==> src/rtl/cmwc_pkg.sv <==
// cmwc_pkg: shared constants, types and state encoding for the cmwc generator
// used by cmwc_ctrl, cmwc_datapath and cmwc_random_generator
`timescale 1ns / 1ps

package cmwc_pkg;

  localparam int unsigned TABLE_DEPTH = 4096;
  localparam int unsigned IDX_W       = $clog2(TABLE_DEPTH);
  localparam int unsigned WORD_W      = 32;
  localparam int unsigned MULT_W      = 15;
  localparam int unsigned CARRY_W     = 19;
  localparam int unsigned PROD_W      = WORD_W + MULT_W;
  localparam int unsigned SUM_W       = PROD_W + 1;
  localparam int unsigned HI_W        = SUM_W - WORD_W;

  localparam logic [IDX_W-1:0]   IDX_LAST        = IDX_W'(TABLE_DEPTH - 1);
  localparam logic [WORD_W-1:0]  GOLDEN_STEP     = 32'h9e37_79b9;
  localparam logic [WORD_W-1:0]  COMPLEMENT_BASE = 32'hffff_fffe;
  localparam logic [MULT_W-1:0]  MULTIPLIER      = 15'd18782;
  localparam logic [CARRY_W-1:0] CARRY_RESET     = 19'd362436;

  localparam logic KIND_SEED = 1'b0;
  localparam logic KIND_DRAW = 1'b1;

  typedef enum logic [2:0] {
    ST_CLEAR,
    ST_IDLE,
    ST_FILL,
    ST_MUL,
    ST_ADD,
    ST_WRITE
  } state_e;

  typedef struct packed {
    logic load_seed;
    logic sweep_clear;
    logic sweep_fill;
    logic draw_read;
    logic draw_mul;
    logic draw_add;
    logic draw_write;
  } ctrl_cmd_t;

  typedef struct packed {
    logic sweep_last;
    logic out_free;
  } dp_status_t;

endpackage

==> src/rtl/cmwc_ctrl.sv <==
// cmwc_ctrl: controller state machine for clear, seed fill and draw sequencing
// depends on cmwc_pkg
`timescale 1ns / 1ps

module cmwc_ctrl import cmwc_pkg::*; (
  input  logic       clk_i,
  input  logic       rst_ni,
  input  logic       in_valid_i,
  input  logic       kind_i,
  output logic       in_stall_o,
  input  dp_status_t status_i,
  output ctrl_cmd_t  cmd_o
);

  state_e state_q, state_d;

  always_ff @(posedge clk_i or negedge rst_ni) begin
    if (!rst_ni) begin
      state_q <= ST_CLEAR;
    end else begin
      state_q <= state_d;
    end
  end

  // next state
  always_comb begin
    state_d = state_q;
    case (state_q)
      ST_CLEAR: begin
        if (status_i.sweep_last) state_d = ST_IDLE;
      end
      ST_IDLE: begin
        if (in_valid_i) begin
          if (kind_i == KIND_SEED) state_d = ST_FILL;
          else state_d = ST_MUL;
        end
      end
      ST_FILL: begin
        if (status_i.sweep_last) state_d = ST_IDLE;
      end
      ST_MUL:   state_d = ST_ADD;
      ST_ADD:   state_d = ST_WRITE;
      ST_WRITE: begin
        if (status_i.out_free) state_d = ST_IDLE;
      end
      default:  state_d = ST_IDLE;
    endcase
  end

  // outputs
  always_comb begin
    cmd_o      = '0;
    in_stall_o = 1'b1;
    case (state_q)
      ST_CLEAR: cmd_o.sweep_clear = 1'b1;
      ST_IDLE: begin
        in_stall_o = 1'b0;
        if (in_valid_i) begin
          if (kind_i == KIND_SEED) cmd_o.load_seed = 1'b1;
          else cmd_o.draw_read = 1'b1;
        end
      end
      ST_FILL:  cmd_o.sweep_fill = 1'b1;
      ST_MUL:   cmd_o.draw_mul = 1'b1;
      ST_ADD:   cmd_o.draw_add = 1'b1;
      ST_WRITE: cmd_o.draw_write = status_i.out_free;
      default:  cmd_o = '0;
    endcase
  end

endmodule

==> config.mk <==
export PLATFORM = sky130hd
export DESIGN_NAME = cmwc_ctrl
export DESIGN_NICKNAME = d
export VERILOG_FILES = /design/src/rtl/cmwc_pkg.sv /design/src/rtl/cmwc_ctrl.sv
export SDC_FILE = /design/constraint.sdc
export NUM_CORES = 1
export LEC_CHECK = 0
export BUFFER_PORTS_ARGS = -buffer_cell sky130_fd_sc_hd__buf_2
export CAP_MARGIN = 20
export CORE_AREA = 2 2 39 41
export DETAILED_ROUTE_END_ITERATION = 7
export DIE_AREA = 0 0 41 43
export SETUP_SLACK_MARGIN = 0.15
export SLEW_MARGIN = 30
export SYNTH_ARGS = -nofsm -noshare
export SYNTH_HDL_FRONTEND = slang
export SYNTH_SLANG_ARGS = --single-unit
==> constraint.sdc <==
create_clock -name clk_i -period 1.32 [get_ports clk_i]
set_input_delay 0.132 -clock clk_i [delete_from_list [all_inputs] [get_ports clk_i]]
set_output_delay 0.132 -clock clk_i [all_outputs]
set_load 0.02 [all_outputs]
==> out/qor.txt <==
Status - finished with violations
Violations in the final reports - setup timing
Clock Sinks - 3
Fin. Hold Viols - 0
Total setup violations reported at the end of the flow - 7
ANT nets after route - 0
Critical Path Start - state_q[2]
Power per unit of standard cell area - 2380 nW/um^2
First-pass iteration count of the detailed router - 2
Core outline area - 1380 um^2
Worst-path cell chain - or3b_4, nor2_4, and2_4, buf_6
Starting utilization of the core area - 0.175
Clock tree from TritonCTS - done
Number of buffers inserted by port buffering - 13
Start-to-end type of the worst setup path - reg2out
Setup WS post-layout - -0.190 ns
Count of unresolved DRC violations after routing - 0
Type of the most critical hold path - in2async
CP arrival - 1.38 ns
Number of antenna violations at the first check in global routing - 0
R2r endpoint - state_q[2]
Reported leakage power - 0.252 nW
Setup WS pre-CTS - -0.00459 ns
Start of the worst register-to-register path - state_q[2]
Syn avg cell area - 8.62 um^2
Total non-filler cell area in the finished layout - 526 um^2
Row count - 14
Clock Skew - 0.00292 ns
I/O pins - 14
Cell area reported after detailed placement - 354 um^2
Register with the highest flop count - state_q
Average wire per standard cell - 9.51 um
End point of the critical path - cmd_o[3]
Crit-path slowest cell - or3b_4
Routability cong. - 0.723
Shortest clock period the worst path allows after layout - 1.51 ns
Post-synthesis cell area - 241 um^2
Startpoint types - flip-flop
Total count of max-transition violations in the final report - 0
Rel. slew slack - 0.863
Detailed-route via count - 275
Yosys warning count - 0
Largest fanout on the critical path - 3
Max FFs per register - 3
Overall power - 1.25 mW
Period Utilization, post-route - 1.14
Data required, critical path - 1.19 ns
All-layer global routing usage - 0.0716
Regs by FF count - state_q (3)
Share of layout cells above drive strength 1 - 0.725
Maximum number of pins on one net before global-route repair - 11
Number of cell instances on the worst register-to-register path - 5
Latest clock arrival within the worst-skew pair - 0.23 ns
Sequential share of the synthesized area - 0.311
Starting DRT DRC Count - 2
Number of buffers inserted during clock tree synthesis - 3
Max-capacitance violation count - 0
Congestion Overflow GR - 0
Die footprint - 1760 um^2
Sum of negative setup slack - -0.774 ns
Yosys cell types - 19
Crit-path max cell delay - 0.44 ns
Max Clk Rate - 662 MHz
Detailed-placement wirelength estimate - 452 um
Buffers from clock root to sink, at most - 2
Yosys reg bits - 3
Wire length of the first global-routing pass - 828 um
Number of levels the H-tree was split into - 1
Average via count per standard cell - 4.10
IR drop worst, VDD - 0.968 mV
Horizontal die dimension - 41 um
Category of the worst setup path capture point - output port
Number of nets in the final layout - 58
Area added between synthesis and finish - 118%
Final routed wirelength across all metal layers - 637 um
Vias in the first global route - 220
Worst Max-Slew Pin Slew - 0.205 ns
Syn nets - 34
Vert. Die Dim - 43 um
Worst reg-to-reg setup slack - 0.12 ns
Gate count of the mapped netlist - 28
Setup repair after global routing missed its margin - true
Diodes inserted - 0
Clock root buffer master - clkbuf_4
Clock slew at reported path FFs - 0.04 ns
Placed insts - 58
Number of non-filler instances in the completed layout - 67
-- synthesized netlist by cell type --
cell       n  area share
nor3b_1    3       0.093
o211ai_1   1       0.031
nor2_1     1       0.016
buf_6      2       0.093
nor2_2     1       0.026
dfrtp_1    3        0.31
a21oi_1    1       0.021
nand2_1    2       0.031
nor3_1     3       0.062
or3b_4     1       0.047
o2bb2ai_1  1       0.036
o21ai_0    1       0.021
inv_1      1       0.016
a21o_1     1       0.031
clkbuf_1   1       0.016
a31oi_1    1       0.026
and2_1     2       0.052
and2b_2    1       0.036
a21o_2     1       0.036
-- how the worst min path moves through the flow --
| stage | slack, ns | from | end | cells after the start |
|---|---|---|---|---|
| floorplan | -0.16 | rst_ni | state_q[0] | 0 |
| global placement | -0.07 | rst_ni | state_q[2] | 1 |
| detailed placement | -0.07 | rst_ni | state_q[1] | 1 |
| CTS | 0.22 | rst_ni | state_q[0] | 2 |
| global route | 0.23 | rst_ni | state_q[1] | 2 |
| finish | 0.22 | rst_ni | state_q[0] | 2 |
-- routing by layer --
layer  global-route usage  wire length, um  share of wire  vias up
met2               0.0906              280           0.44       11
met4               0.0400                0              0        0
met5                    0                0              0        -
met3               0.0314               41          0.064        0
li1                     -                -              -      144
met1               0.0977              315           0.49      120
-- stage by stage --
stage / hold WS [ns] / util
2_1_floorplan: -0.164 / -
3_3_place_gp: -0.0708 / 0.256
3_5_place_dp: -0.0695 / 0.256
4_1_cts: 0.215 / 0.342
5_1_grt: 0.233 / 0.380
6_report: 0.224 / 0.380
-- worst max-delay path: cells and delay by family (launching register included) --
kind          cells  cell delay [ns]
simple gates      3             0.68
flops             1             0.37
buf+inv           1             0.10
-- timing repair --
action                                  in CTS  in global routing
gates resized for setup                     20                  5
hold buffers                                 1                  0
hold endpoints to repair                     3                  0
pin swaps                                    3                  3
buffers inserted                             2                  2
endpoints found under the setup margin       8                 10
-- cell families after synthesis --
logic type	count (synthesis)	synth area share
AO/OA/AOI/OAI	7	0.202
buffers and inverters	4	0.124
flip-flops	3	0.311
AND/OR/NAND/NOR	14	0.363
-- area by class of cell --
| class | count | area [um^2] |
|---|---|---|
| clock buffer | 4 | 26.3 |
| fill | 141 | 858 |
| inverter | 1 | 3.75 |
| multi-input combinational | 21 | 203 |
| sequential | 3 | 75.1 |
| tap | 16 | 20.0 |
| timing repair buffer | 22 | 198 |
-- placed cells by master, fill, tap and decap left out, drive strengths merged --
cell type	netlist	final
or3b	1	1
nor2	2	2
inv	1	1
and2b	1	1
clkbuf	1	4
o211ai	1	1
dlygate4sd3	0	1
a31oi	1	1
nand2	2	2
nor3	3	3
a21oi	1	1
nor3b	3	3
buf	2	21
dfrtp	3	3
and2	2	2
a21o	2	2
o21ai	1	1
o2bb2ai	1	1
-- report_power, final --
group / total [mW] / switching [mW] / internal, mW / leakage, nW
Clock: 0.158 / 0.0446 / 0.113 / 0.0150
Combinational: 0.937 / 0.433 / 0.504 / 0.200
Sequential: 0.154 / 0.0208 / 0.134 / 0.0371
Total: 1.25 / 0.498 / 0.751 / 0.252
No activity file was read; power rests on OpenSTA's default activity.
